### src/hw/rtl/one_wire_bus_master_defines.svh
// Assertion macros shared by the 1-Wire bus master RTL.
// No dependencies; included by the top level only.
`ifndef ONE_WIRE_BUS_MASTER_DEFINES_SVH
`define ONE_WIRE_BUS_MASTER_DEFINES_SVH

// Same-cycle implication, checked out of reset.
`define OWM_ASSERT_IMPL(label, clk_s, rst_s, ante, cons) \
  label: assert property (@(posedge clk_s) disable iff (rst_s) (ante) |-> (cons)) \
    else $error("owm assertion failed");

// Next-cycle implication, checked out of reset.
`define OWM_ASSERT_NEXT(label, clk_s, rst_s, ante, cons) \
  label: assert property (@(posedge clk_s) disable iff (rst_s) (ante) |=> (cons)) \
    else $error("owm assertion failed");

`endif

### src/hw/rtl/owm_pkg.sv
// Types and constants of the 1-Wire bus master.
// No dependencies; used by owm_cfg_regs, owm_core and the top level.
package owm_pkg;

  localparam int unsigned TimeW = 10;
  localparam int unsigned IdxW  = 3;

  typedef enum logic [1:0] {
    OP_IDLE  = 2'd0,
    OP_RESET = 2'd1,
    OP_WRITE = 2'd2,
    OP_READ  = 2'd3
  } op_t;

  // register indexes of the configuration port
  localparam logic [IdxW-1:0] REG_RESET_LOW     = 3'd0;
  localparam logic [IdxW-1:0] REG_RESET_RELEASE = 3'd1;
  localparam logic [IdxW-1:0] REG_SLOT_START    = 3'd2;
  localparam logic [IdxW-1:0] REG_WRITE_HOLD    = 3'd3;
  localparam logic [IdxW-1:0] REG_WRITE_RECOVER = 3'd4;
  localparam logic [IdxW-1:0] REG_READ_SAMPLE   = 3'd5;
  localparam logic [IdxW-1:0] REG_READ_RECOVER  = 3'd6;

  // power-on timing, in microsecond ticks
  localparam logic [TimeW-1:0] RST_RESET_LOW     = 10'd500;
  localparam logic [TimeW-1:0] RST_RESET_RELEASE = 10'd500;
  localparam logic [TimeW-1:0] RST_SLOT_START    = 10'd2;
  localparam logic [TimeW-1:0] RST_WRITE_HOLD    = 10'd60;
  localparam logic [TimeW-1:0] RST_WRITE_RECOVER = 10'd2;
  localparam logic [TimeW-1:0] RST_READ_SAMPLE   = 10'd8;
  localparam logic [TimeW-1:0] RST_READ_RECOVER  = 10'd120;

  typedef struct packed {
    logic [TimeW-1:0] reset_low;
    logic [TimeW-1:0] reset_release;
    logic [TimeW-1:0] slot_start;
    logic [TimeW-1:0] write_hold;
    logic [TimeW-1:0] write_recover;
    logic [TimeW-1:0] read_sample;
    logic [TimeW-1:0] read_recover;
  } cfg_t;

  typedef struct packed {
    logic       pull_low;
    logic       busy;
    logic       done;
    logic [7:0] read_byte;
  } res_t;

endpackage

### src/hw/rtl/owm_cfg_regs.sv
// Timing register file of the 1-Wire bus master.
// Depends on owm_pkg.
module owm_cfg_regs (
  input  logic                            clk,
  input  logic                            rst,
  input  logic                            cfg_valid,
  output logic                            cfg_ready,
  input  logic [owm_pkg::IdxW-1:0]        cfg_index,
  input  logic [owm_pkg::TimeW-1:0]       cfg_data,
  output owm_pkg::cfg_t                   cfg
);

  assign cfg_ready = 1'b1;

  always_ff @(posedge clk) begin
    if (rst) begin
      cfg.reset_low     <= owm_pkg::RST_RESET_LOW;
      cfg.reset_release <= owm_pkg::RST_RESET_RELEASE;
      cfg.slot_start    <= owm_pkg::RST_SLOT_START;
      cfg.write_hold    <= owm_pkg::RST_WRITE_HOLD;
      cfg.write_recover <= owm_pkg::RST_WRITE_RECOVER;
      cfg.read_sample   <= owm_pkg::RST_READ_SAMPLE;
      cfg.read_recover  <= owm_pkg::RST_READ_RECOVER;
    end else if (cfg_valid) begin
      case (cfg_index)
        owm_pkg::REG_RESET_LOW:     cfg.reset_low     <= cfg_data;
        owm_pkg::REG_RESET_RELEASE: cfg.reset_release <= cfg_data;
        owm_pkg::REG_SLOT_START:    cfg.slot_start    <= cfg_data;
        owm_pkg::REG_WRITE_HOLD:    cfg.write_hold    <= cfg_data;
        owm_pkg::REG_WRITE_RECOVER: cfg.write_recover <= cfg_data;
        owm_pkg::REG_READ_SAMPLE:   cfg.read_sample   <= cfg_data;
        owm_pkg::REG_READ_RECOVER:  cfg.read_recover  <= cfg_data;
        default: ;  // unmapped index: drop the write
      endcase
    end
  end

endmodule

### src/hw/rtl/owm_core.sv
// Command sequencer and result register of the 1-Wire bus master.
// Depends on owm_pkg.
module owm_core #(
  parameter int unsigned BITS_PER_BYTE = 8
) (
  input  logic                      clk,
  input  logic                      rst,
  input  owm_pkg::cfg_t             cfg,
  input  logic                      in_valid,
  output logic                      in_ready,
  input  logic [1:0]                mode,
  input  logic [7:0]                data_byte,
  input  logic                      line_level,
  output logic                      out_valid,
  input  logic                      out_ready,
  output owm_pkg::res_t             res
);

  localparam logic [2:0] LastBit = 3'(BITS_PER_BYTE - 1);

  owm_pkg::op_t                 operation, operation_next;
  logic [1:0]                   phase, phase_next;
  logic [owm_pkg::TimeW-1:0]    tick_count, tick_count_next;
  logic [2:0]                   bit_index, bit_index_next;
  logic [7:0]                   send_shift, send_shift_next;
  logic [7:0]                   receive_shift, receive_shift_next;
  logic [7:0]                   last_read, last_read_next;
  logic                         done_next;
  logic [owm_pkg::TimeW-1:0]    phase_len_raw, phase_len, tick_inc;
  logic                         accept;

  assign in_ready = !out_valid || out_ready;
  assign accept   = in_valid && in_ready;

  // length of the current phase; a zero setting acts as one tick
  always_comb begin
    case (operation)
      owm_pkg::OP_RESET:
        phase_len_raw = (phase == 2'd0) ? cfg.reset_low : cfg.reset_release;
      owm_pkg::OP_WRITE:
        phase_len_raw = (phase == 2'd0) ? cfg.slot_start :
                        (phase == 2'd1) ? cfg.write_hold : cfg.write_recover;
      owm_pkg::OP_READ:
        phase_len_raw = (phase == 2'd0) ? cfg.slot_start :
                        (phase == 2'd1) ? cfg.read_sample : cfg.read_recover;
      default:
        phase_len_raw = owm_pkg::TimeW'(1);
    endcase
    phase_len = (phase_len_raw == '0) ? owm_pkg::TimeW'(1) : phase_len_raw;
  end

  assign tick_inc = tick_count + owm_pkg::TimeW'(1);

  always_comb begin
    logic finished;
    finished           = 1'b0;
    operation_next     = operation;
    phase_next         = phase;
    tick_count_next    = tick_count;
    bit_index_next     = bit_index;
    send_shift_next    = send_shift;
    receive_shift_next = receive_shift;
    last_read_next     = last_read;
    done_next          = 1'b0;

    if (mode != 2'd0) begin
      if (operation == owm_pkg::OP_IDLE) begin
        operation_next  = owm_pkg::op_t'(mode);
        phase_next      = 2'd0;
        tick_count_next = '0;
        bit_index_next  = 3'd0;
        if (owm_pkg::op_t'(mode) == owm_pkg::OP_WRITE) send_shift_next = data_byte;
        if (owm_pkg::op_t'(mode) == owm_pkg::OP_READ) receive_shift_next = 8'd0;
      end
    end else if (operation != owm_pkg::OP_IDLE) begin
      tick_count_next = tick_inc;
      if (tick_inc >= phase_len) begin
        tick_count_next = '0;
        if (operation == owm_pkg::OP_RESET) begin
          if (phase == 2'd0) phase_next = 2'd1;
          else finished = 1'b1;
        end else begin
          if (operation == owm_pkg::OP_READ && phase == 2'd1)
            receive_shift_next[bit_index] = receive_shift[bit_index] | line_level;
          if (phase < 2'd2) begin
            phase_next = phase + 2'd1;
          end else if (bit_index == LastBit) begin
            finished = 1'b1;
          end else begin
            bit_index_next  = bit_index + 3'd1;
            send_shift_next = {1'b0, send_shift[7:1]};
            phase_next      = 2'd0;
          end
        end
        if (finished) begin
          if (operation == owm_pkg::OP_READ) last_read_next = receive_shift_next;
          operation_next = owm_pkg::OP_IDLE;
          phase_next     = 2'd0;
          bit_index_next = 3'd0;
          done_next      = 1'b1;
        end
      end
    end
  end

  always_ff @(posedge clk) begin
    if (rst) begin
      operation     <= owm_pkg::OP_IDLE;
      phase         <= 2'd0;
      tick_count    <= '0;
      bit_index     <= 3'd0;
      send_shift    <= 8'd0;
      receive_shift <= 8'd0;
      last_read     <= 8'd0;
      out_valid     <= 1'b0;
    end else begin
      if (accept) begin
        operation     <= operation_next;
        phase         <= phase_next;
        tick_count    <= tick_count_next;
        bit_index     <= bit_index_next;
        send_shift    <= send_shift_next;
        receive_shift <= receive_shift_next;
        last_read     <= last_read_next;
        out_valid     <= 1'b1;
      end else if (out_ready) begin
        out_valid     <= 1'b0;
      end
    end
  end

  // result register: drive level after the step, status and last read byte
  always_ff @(posedge clk) begin
    if (accept) begin
      res.pull_low  <= (operation_next != owm_pkg::OP_IDLE) &&
                       ((phase_next == 2'd0) ||
                        (operation_next == owm_pkg::OP_WRITE && phase_next == 2'd1 &&
                         !send_shift_next[0]));
      res.busy      <= (operation_next != owm_pkg::OP_IDLE);
      res.done      <= done_next;
      res.read_byte <= last_read_next;
    end
  end

endmodule

### src/hw/rtl/one_wire_bus_master.sv
// 1-Wire bus master in microsecond ticks: one result beat per input beat.
// Latency: the result of an accepted beat shows on the next cycle.
// Throughput: one beat per cycle; the sequencer's one-step update and the
// result register set it, with out_ready back-pressure stalling input.
// Reset (rst, synchronous): idle sequencer, stored read byte zero, timing defaults; result register not reset.
`include "one_wire_bus_master_defines.svh"
module one_wire_bus_master #(
  parameter int unsigned BITS_PER_BYTE = 8
) (
  input  logic                        clk,
  input  logic                        rst,
  // timing register writes
  input  logic                        cfg_valid,
  output logic                        cfg_ready,
  input  logic [owm_pkg::IdxW-1:0]    cfg_index,
  input  logic [owm_pkg::TimeW-1:0]   cfg_data,
  // input beats: tick or command
  input  logic                        in_valid,
  output logic                        in_ready,
  input  logic [1:0]                  mode,
  input  logic [7:0]                  data_byte,
  input  logic                        line_level,
  // result beats
  output logic                        out_valid,
  input  logic                        out_ready,
  output logic                        pull_low,
  output logic                        busy_res,
  output logic                        done_res,
  output logic [7:0]                  read_byte
);

  owm_pkg::cfg_t cfg;
  owm_pkg::res_t res;

  // Timing registers; writes are registered and always taken.
  owm_cfg_regs u_cfg (
    .clk       (clk),
    .rst       (rst),
    .cfg_valid (cfg_valid),
    .cfg_ready (cfg_ready),
    .cfg_index (cfg_index),
    .cfg_data  (cfg_data),
    .cfg       (cfg)
  );

  // Sequencer: each tick beat advances the phase counter one step; a command
  // beat starts a reset, write or read when idle and is dropped when busy.
  owm_core #(
    .BITS_PER_BYTE (BITS_PER_BYTE)
  ) u_core (
    .clk        (clk),
    .rst        (rst),
    .cfg        (cfg),
    .in_valid   (in_valid),
    .in_ready   (in_ready),
    .mode       (mode),
    .data_byte  (data_byte),
    .line_level (line_level),
    .out_valid  (out_valid),
    .out_ready  (out_ready),
    .res        (res)
  );

  // Unpack the result register onto the payload ports.
  assign pull_low  = res.pull_low;
  assign busy_res  = res.busy;
  assign done_res  = res.done;
  assign read_byte = res.read_byte;

  // A completing beat leaves the sequencer idle.
  `OWM_ASSERT_IMPL(a_done_not_busy, clk, rst, out_valid && done_res, !busy_res)
  // The line is only driven while a command runs.
  `OWM_ASSERT_IMPL(a_drive_when_busy, clk, rst, out_valid && pull_low, busy_res)
  // A command beat taken while idle shows busy with the line pulled low; the
  // result register holds the sequencer state of the last taken beat.
  `OWM_ASSERT_NEXT(a_start_drives, clk, rst, in_valid && in_ready && mode != 2'd0 && !busy_res, out_valid && busy_res && pull_low)

endmodule
### config.mk
export PLATFORM = sky130hd
export DESIGN_NAME = one_wire_bus_master
export DESIGN_NICKNAME = d
export VERILOG_FILES = /design/src/hw/rtl/owm_pkg.sv /design/src/hw/rtl/owm_cfg_regs.sv /design/src/hw/rtl/owm_core.sv /design/src/hw/rtl/one_wire_bus_master.sv
export VERILOG_INCLUDE_DIRS = /design/src /design/src/hw/rtl
export SDC_FILE = /design/constraint.sdc
export NUM_CORES = 1
export LEC_CHECK = 0
export ABC_AREA = 1
export ABC_CLOCK_PERIOD_IN_PS = 7150
export BUFFER_PORTS_ARGS = -buffer_cell sky130_fd_sc_hd__buf_2
export CELL_PAD_IN_SITES_DETAIL_PLACEMENT = 0
export CELL_PAD_IN_SITES_GLOBAL_PLACEMENT = 1
export CORE_MARGIN = 5
export CORE_UTILIZATION = 45
export CTS_CLUSTER_SIZE = 16
export DETAILED_ROUTE_END_ITERATION = 8
export PLACE_DENSITY_LB_ADDON = 0.25
export SLEW_MARGIN = 30
export SYNTH_ARGS = -nofsm -noshare
export SYNTH_HDL_FRONTEND = slang
export SYNTH_SLANG_ARGS = --single-unit
### constraint.sdc
create_clock -name clk -period 7.15 [get_ports clk]
set_clock_uncertainty 0.1 [all_clocks]
set_input_delay 0.715 -clock clk [delete_from_list [all_inputs] [get_ports clk]]
set_output_delay 0.715 -clock clk [all_outputs]
set_load 0.01 [all_outputs]
## Word-level counts from Yosys, hierarchy flattened

Cells that the tools add are included.

| cells by class | value |
|---|---|
| reduce and logical (&&, ||, !) cells | 33 |
| divide/modulo/power cells | 0 |
| shifts and indexed selects | 0 |
| eq/ne operators | 24 |
| order comparisons | 4 |
| bitwise gates (word level) | 3 |
| add/subtract/negate cells | 3 |
| multiplexer cells | 68 |
| $mul | 0 |

Operators by type and width:

| cell | count |
|---|---|
| $mux W8 | 20 |
| $mux W10 | 10 |
| $pmux W10 S3 | 1 |
| $mux W2 | 14 |
| $mux W3 | 8 |
| $reduce_and A2 Y1 | 7 |
| $eq A3 B3 Y1 const B | 4 |
| $mux W1 | 12 |
| $reduce_bool A2 Y1 | 6 |
| $add A10 B1 Y10 const B | 1 |
| $eq A2 B2 Y1 const B | 5 |
| $ge A10 B10 Y1 | 1 |
| $logic_not A10 Y1 | 1 |
| $ne A3 B2 Y1 const B | 3 |
| $bwmux W8 | 1 |
| $reduce_and A8 Y1 | 1 |
| $reduce_and A7 Y1 | 1 |
| $eq A2 B1 Y1 const B | 3 |
| $eq A3 B2 Y1 const B | 2 |
| $logic_and A1 B1 Y1 | 6 |
| $logic_not A2 Y1 | 3 |
| $ne A2 B1 Y1 const B | 3 |
| $ne A2 B2 Y1 const B | 3 |
| $reduce_and A5 Y1 | 1 |
| other kinds (15) | 18 |

| storage, ports and cells | value |
|---|---|
| bits in latches | 0 |
| output and inout port bits | 14 |
| memories kept | 0 |
| logic and storage cells | 155 |
| register bits after elaboration | 123 |
| memory bits (read-only) | 0 |
| RAM bits | 0 |
| bits of input ports | 29 |

## Longest topological paths before layout

| depth | value |
|---|---|
| depth in word-level cells | 19 |
| depth in mapped cells | 26 |
| gate-level depth less buffers | 26 |

## Hierarchy

From an unflattened synthesis, not the netlist that was laid out.

| unflattened totals | value |
|---|---|
| cells, all modules | 961 |
| area, all modules | 6431.2 µm² |

Modules (own cells, without submodules):

| module | times used | sequential area each (µm²) | area each (µm²) | cells an instance |
|---|---|---|---|---|
| owm_core | 1 | 1171.1 | 3708.6 | 579 |
| owm_cfg_regs | 1 | 1401.3 | 2722.6 | 382 |

## Worst setup path before layout

No wires, ideal clock.

| timing | value |
|---|---|
| path type | register -> register |
| start | register u_core.phase[1] |
| end | register u_core.receive_shift[0] |
| stages on the path, launching flop included | 22 |
| data required time | 6.922 ns |
| buffers on the path | 2 |
| library setup time | 0.128 ns |
| arrival time | 2.726 ns |
| path slack | 4.196 ns |
| period minus slack after synthesis | 2.954 ns |
| path through | dfxtp_1 -> nor2_4 -> clkbuf_1 -> o21ai_0 -> o211a_1 -> nand2_1 -> nor2_1 -> nand3_1 -> nand2_1 -> ha_1 -> inv_1 -> nand2_1 -> nand2_1 -> nand2_1 -> nand3_1 -> nand3_2 -> nor2_2 -> nor3_4 -> nand2_2 -> buf_6 -> o21ai_0 -> nor2_1 |

| on the way | value |
|---|---|
| word-level cells in the longest chain between the ends | 9 |
| elaborated cells between the ends (all ways) | 19 |
| those cells by class | order compare (1); eq/ne (1); mux (12); reduce/logical (5) |

Ends and longest elaborated chain:

| what | RTL line | text |
|---|---|---|
| start: declaration | owm_core.sv:22 | `logic [1:0] phase, phase_next;` |
| start signal: assignment | owm_core.sv:119 | `phase <= phase_next;` |
| $eq A2 B1 Y1 | owm_core.sv:42, owm_core.sv:45, owm_core.sv:83 |  |
| $mux W10, on equally long branches | owm_core.sv:45, owm_core.sv:42 |  |
| $mux W10, on equally long branches | owm_core.sv:44, owm_core.sv:41 |  |
| $pmux W10 S3 | owm_core.sv:37 | `case (operation)` |
| $logic_not A10 Y1 | owm_core.sv:49 | `phase_len = (phase_len_raw == '0) ? owm_pkg::TimeW'(1) : phase_len_raw;` |
| $mux W10 | owm_core.sv:49 |  |
| $ge A10 B10 Y1 | owm_core.sv:77 | `if (tick_inc >= phase_len) begin` |
| $reduce_bool A2 Y1 (no line) | n/a |  |
| $reduce_and A5 Y1 (no line) | n/a |  |
| end signal: assignment | owm_core.sv:123 | `receive_shift <= receive_shift_next;` |
| end: declaration | owm_core.sv:26 | `logic [7:0] receive_shift, receive_shift_next;` |

Several ways; a longest one is shown, not always the timed one. The select of a mux whose other input is x is not followed.
A chain may end at the register's enable or synchronous reset.

## Final worst setup path

| timing | value |
|---|---|
| start | register u_core.phase[1] |
| end | register u_core.last_read[1] |

| on the way | value |
|---|---|
| word-level cells in the longest chain between the ends | 10 |
| elaborated cells between the ends (all ways) | 26 |
| those cells by class | order compare (2); eq/ne (1); mux (20); reduce/logical (3) |

Ends and longest elaborated chain:

| what | RTL line | text |
|---|---|---|
| $eq A2 B1 Y1, or another cell as far along | owm_core.sv:42, owm_core.sv:45, owm_core.sv:83 |  |
| $mux W10, or another cell as far along | owm_core.sv:45 | `(phase == 2'd1) ? cfg.read_sample : cfg.read_recover;` |
| $mux W10, or another cell as far along | owm_core.sv:44 | `phase_len_raw = (phase == 2'd0) ? cfg.slot_start :` |
| $pmux W10 S3 or $mux W1 (tied branches) | owm_core.sv:37, owm_core.sv:77 |  |
| $logic_not A10 Y1 or $mux W1 (tied branches) | owm_core.sv:49, owm_core.sv:75 |  |
| $mux W10 or $mux W1 (tied branches) | owm_core.sv:49, owm_core.sv:66 |  |
| $ge A10 B10 Y1 or $mux W8 (tied branches) | owm_core.sv:77, owm_core.sv:95 |  |
| $mux W8 (*) | owm_core.sv:77 |  |
| $mux W8 (*) | owm_core.sv:75 | `end else if (operation != owm_pkg::OP_IDLE) begin` |
| $mux W8 (*) | owm_core.sv:66 | `if (mode != 2'd0) begin` |
| end signal: assignment | owm_core.sv:124 | `last_read <= last_read_next;` |
| end: declaration | owm_core.sv:27 | `logic [7:0] last_read, last_read_next;` |

Every way passes the cells marked *; elsewhere a longest branch is shown, timed or not. The select of a mux whose other input is x is not followed.

==> implementation parameters <==
Parameter                              Value

Worst setup path
  Max FO, Critical Path ... 24
  Req. time, crit path ... 7360 ps
  Crit end category ... flop
  CP max stage delay ... 910 ps
  Highest-delay cell along the critical path ... sky130_fd_sc_hd__dfxtp_1
  Worst path arrival time ... 4450 ps
  Reg-to-reg startpoint ... u_core.phase[1]
  Reg2Reg Depth ... 26
  Register-to-register setup slack ... 2910 ps
  Critical path start-end classification ... reg -> reg
  Crit path top cell by count ... sky130_fd_sc_hd__nand2_1
  Worst R2R End ... u_core.last_read[1]
  Startpoint class of the critical path ... flop

Logic synthesis
  Total of flip-flops plus latches after synthesis ... 123
  Sequential element share of the synthesized area ... 0.406
  Post-synth top area cell ... sky130_fd_sc_hd__dfxtp_1
  Synth Net Count ... 978
  Predominant post-synthesis flop cell ... sky130_fd_sc_hd__dfxtp_1
  Cell types with the highest counts after synthesis ... sky130_fd_sc_hd__nand2_1, sky130_fd_sc_hd__nor2_1, sky130_fd_sc_hd__dfxtp_1
  Post-synthesis cell count ... 932
  Synth area leaders ... sky130_fd_sc_hd__dfxtp_1, sky130_fd_sc_hd__nand2_1, sky130_fd_sc_hd__nor2_1, sky130_fd_sc_hd__o21ai_0, sky130_fd_sc_hd__inv_1
  Post-synth ARST share ... 0
  Most common cell in the synthesized netlist ... sky130_fd_sc_hd__nand2_1
  Mapped cell area ... 0.00634 sq mm
  Number of distinct library cell variants in the gate-level netlist after synthesis ... 38
  Yosys warnings ... 0
  Number of synthesized flops with an enable pin ... 11
  Per-instance average area after synthesis ... 6.81 sq um
  Area share of the largest cell type after synthesis ... 0.354

Power and ir drop
  Portion of total power attributed to sequential cells ... 0.421
  Total power ... 1.78 mW
  Cell-internal power ... 1.30 mW
  Power dissipated by switching net loads ... 479 uW
  Share of power burned in the clock network ... 0.457
  Areal power density over the cells ... 248 mW/mm^2
  Fraction of power spent switching nets ... 0.269
  Comb pwr share ... 0.123
  Worst-case vdd ir drop ... 0.151 mV
  Leak pwr ... 3.27 nW

Die
  Initial core utilization ... 0.459
  Die width ... 129 microns
  Die span in y ... 129 microns
  Placement row count ... 43
  Ports placed on the boundary ... 43
  Core Area ... 0.0138 sq mm
  Overall die area ... 0.0166 sq mm

Hold path
  Capture endpoint of the worst hold path ... u_cfg.cfg[38]
  Hold Startpoint ... u_cfg.cfg[38]
  Number of cells traversed by the worst hold path ... 2
  Type of the most critical hold path ... reg -> reg

Route
  Count of TritonRoute iterations in the first routing pass ... 6
  Routed wire length ... 16,500 microns
  Iter 0 DRT Violations ... 431
  Number of vias after detailed routing ... 5,825
  Average vias per placed instance ... 5.05
  Post-detailed-route count of antenna-violating nets ... 0
  Routed len/inst ... 14.3 microns
  Residual DRC count ... 0

Placement
  Count of buffers inserted at the top-level ports ... 41
  GP Congestion ... 0.817
  Total half-perimeter wirelength after legalization and detailed placement ... 11,700 microns
  Setup slack after placement ... 2870 ps

Timing
  Final worst-path cycle share ... 0.593
  Least-Margin Pin Slew ... 908 ps
  Peak Freq ... 236 MHz
  Hold Violations, Final ... 0
  Final worst slack ... 2910 ps
  Setup total negative slack ... 0 ps
  Final worst path period need ... 4240 ps
  Worst Hold Margin ... 349 ps
  Setup Viol. Count Final ... 0
  Setup repair after global routing missed its margin ... false
  Worst slew slack as a fraction of its limit ... 0.394
  Total count of max-transition violations in the final report ... 0

Run
  Max-capacitance violation count ... 0

Global routing
  Number of global-route vias before repair ... 5,276
  Remaining global-route overflow ... 0
  Met2 layer usage reported by global route ... 0.330
  Maximum number of pins on one net before global-route repair ... 72
  Global-route wire length before repair ... 27,300 microns
  Routing usage on met1 ... 0.287
  Aggregate global-route resource usage ... 0.207
  Global routing's busiest layer ... met2
  Number of antenna violations at the first check in global routing ... 0
  Met3 layer usage reported by global route ... 0.0448

Layout
  Number of inserted diodes ... 0
  Layout net count ... 1,007
  Fraction of final layout cells with drive strength greater than 1 ... 0.0955
  Area occupied by multi-input gates ... 0.00320 sq mm
  Register cell area after layout ... 0.00257 sq mm
  Area added between synthesis and finish ... 13.4%
  Number of fillers in the final layout ... 1,435

CTS
  Clock slew at the register clock pins of the worst setup and hold paths ... 50 ps
  Cell at the root of the clock tree ... sky130_fd_sc_hd__clkbuf_16
  Clock latency on the worst-skew pair ... 410 ps
  Deepest level of the CTS H-tree ... 4
  Cts hold-fix bufs ... 0
  TritonCTS clock tree ... done
  Count of cells resized by post-cts repair ... 0
  Clock sinks ... 123
  # Post-CTS Setup Buffers ... 0
  Total clock buffers created by CTS ... 17
  Max Root-Sink Buffers ... 2

Outcome
  Run status ... complete, no violations
power groups by stage:
stage,Sequential (mW),Combinational (mW),Clock [mW]
after global placement,0.764,0.218,0
after floorplan,0.758,0.160,0
final,0.749,0.219,0.814
after CTS,0.749,0.220,0.828
after global routing,0.753,0.250,0.860
after detailed placement,0.764,0.218,0
state kept, by name, indices dropped and copies added (netlist names):
register              flops
u_core.bit_index          3
u_cfg.cfg                70
u_core.res               11
u_core.receive_shift      8
u_core.out_valid          1
u_core.operation          2
u_core.phase              2
u_core.tick_count        10
u_core.send_shift         8
u_core.last_read          8
layer usage:
layer	vias up	wire length, microns	part of all wire
li1	3067	-	-
met1	2619	8180	0.49
met2	124	7480	0.45
met3	15	712	0.043
met4	0	169	0.010
met5	-	0	0
kinds of logic after synthesis:
group	Yosys count	share of synthesized area
and+or+nand+nor	459	0.303
AOI/OAI and AO/OA	184	0.158
buffers and inverters	141	0.0900
DFF	123	0.406
adders and majority gates	17	0.0335
xor gates and xnor gates	7	0.00967
other	1	0.000591
cells in the final DEF, fill, tap and decap left out, types with 5 or more instances in the layout:
cell type and instances:
sky130_fd_sc_hd__a21oi_1 52, sky130_fd_sc_hd__buf_2 41, sky130_fd_sc_hd__clkbuf_16 18, sky130_fd_sc_hd__clkinv_1 9, sky130_fd_sc_hd__dfxtp_1 112, sky130_fd_sc_hd__edfxtp_1 11
sky130_fd_sc_hd__ha_1 17, sky130_fd_sc_hd__inv_1 90, sky130_fd_sc_hd__inv_2 8, sky130_fd_sc_hd__nand2_1 216, sky130_fd_sc_hd__nand3_1 58, sky130_fd_sc_hd__nand4_1 16
sky130_fd_sc_hd__nor2_1 152, sky130_fd_sc_hd__nor3_1 5, sky130_fd_sc_hd__o211ai_1 8, sky130_fd_sc_hd__o21a_1 6, sky130_fd_sc_hd__o21ai_0 99, sky130_fd_sc_hd__o21ai_1 8
worst max-delay path by stage:
stage,cells past startpoint,slack [ps],to,startpoint
floorplan,21,4200,u_core.receive_shift[0],u_core.phase[1]
global placement,24,2960,u_core.res[3],u_core.phase[1]
detailed placement,24,2870,u_core.res[3],u_core.phase[1]
CTS,26,2870,u_core.last_read[7],u_core.phase[1]
global route,26,2390,u_core.last_read[7],u_core.phase[1]
finish,26,2910,u_core.last_read[1],u_core.phase[1]
layout make-up:
class | instances | share of cell area
multi-input combinational | 668 | 0.445
clock buffer | 22 | 0.0661
timing repair buffer | 44 | 0.0317
tap | 180 | 0.0313
clock inverter | 10 | 0.0125
sequential | 123 | 0.358
inverter | 107 | 0.0558
worst max-delay path: cells and delay by family (launching register included):
kind | cells | cell delay, ps
AO/OA/AOI/OAI | 2 | 310
adder cells (fa/ha/maj) | 1 | 130
buffers and inverters | 4 | 350
flip-flops | 1 | 910
AND/OR/NAND/NOR | 19 | 2310
per-stage QoR:
step	cell area (sq um)	utilization	std cells
after floorplan	6340	-	932
after global placement	6630	0.479	1122
after detailed placement	6630	0.479	1122
after CTS	7190	0.520	1154
after global routing	7190	0.520	1154
final	7190	0.520	1154
Power figures use the tool's default switching activity.
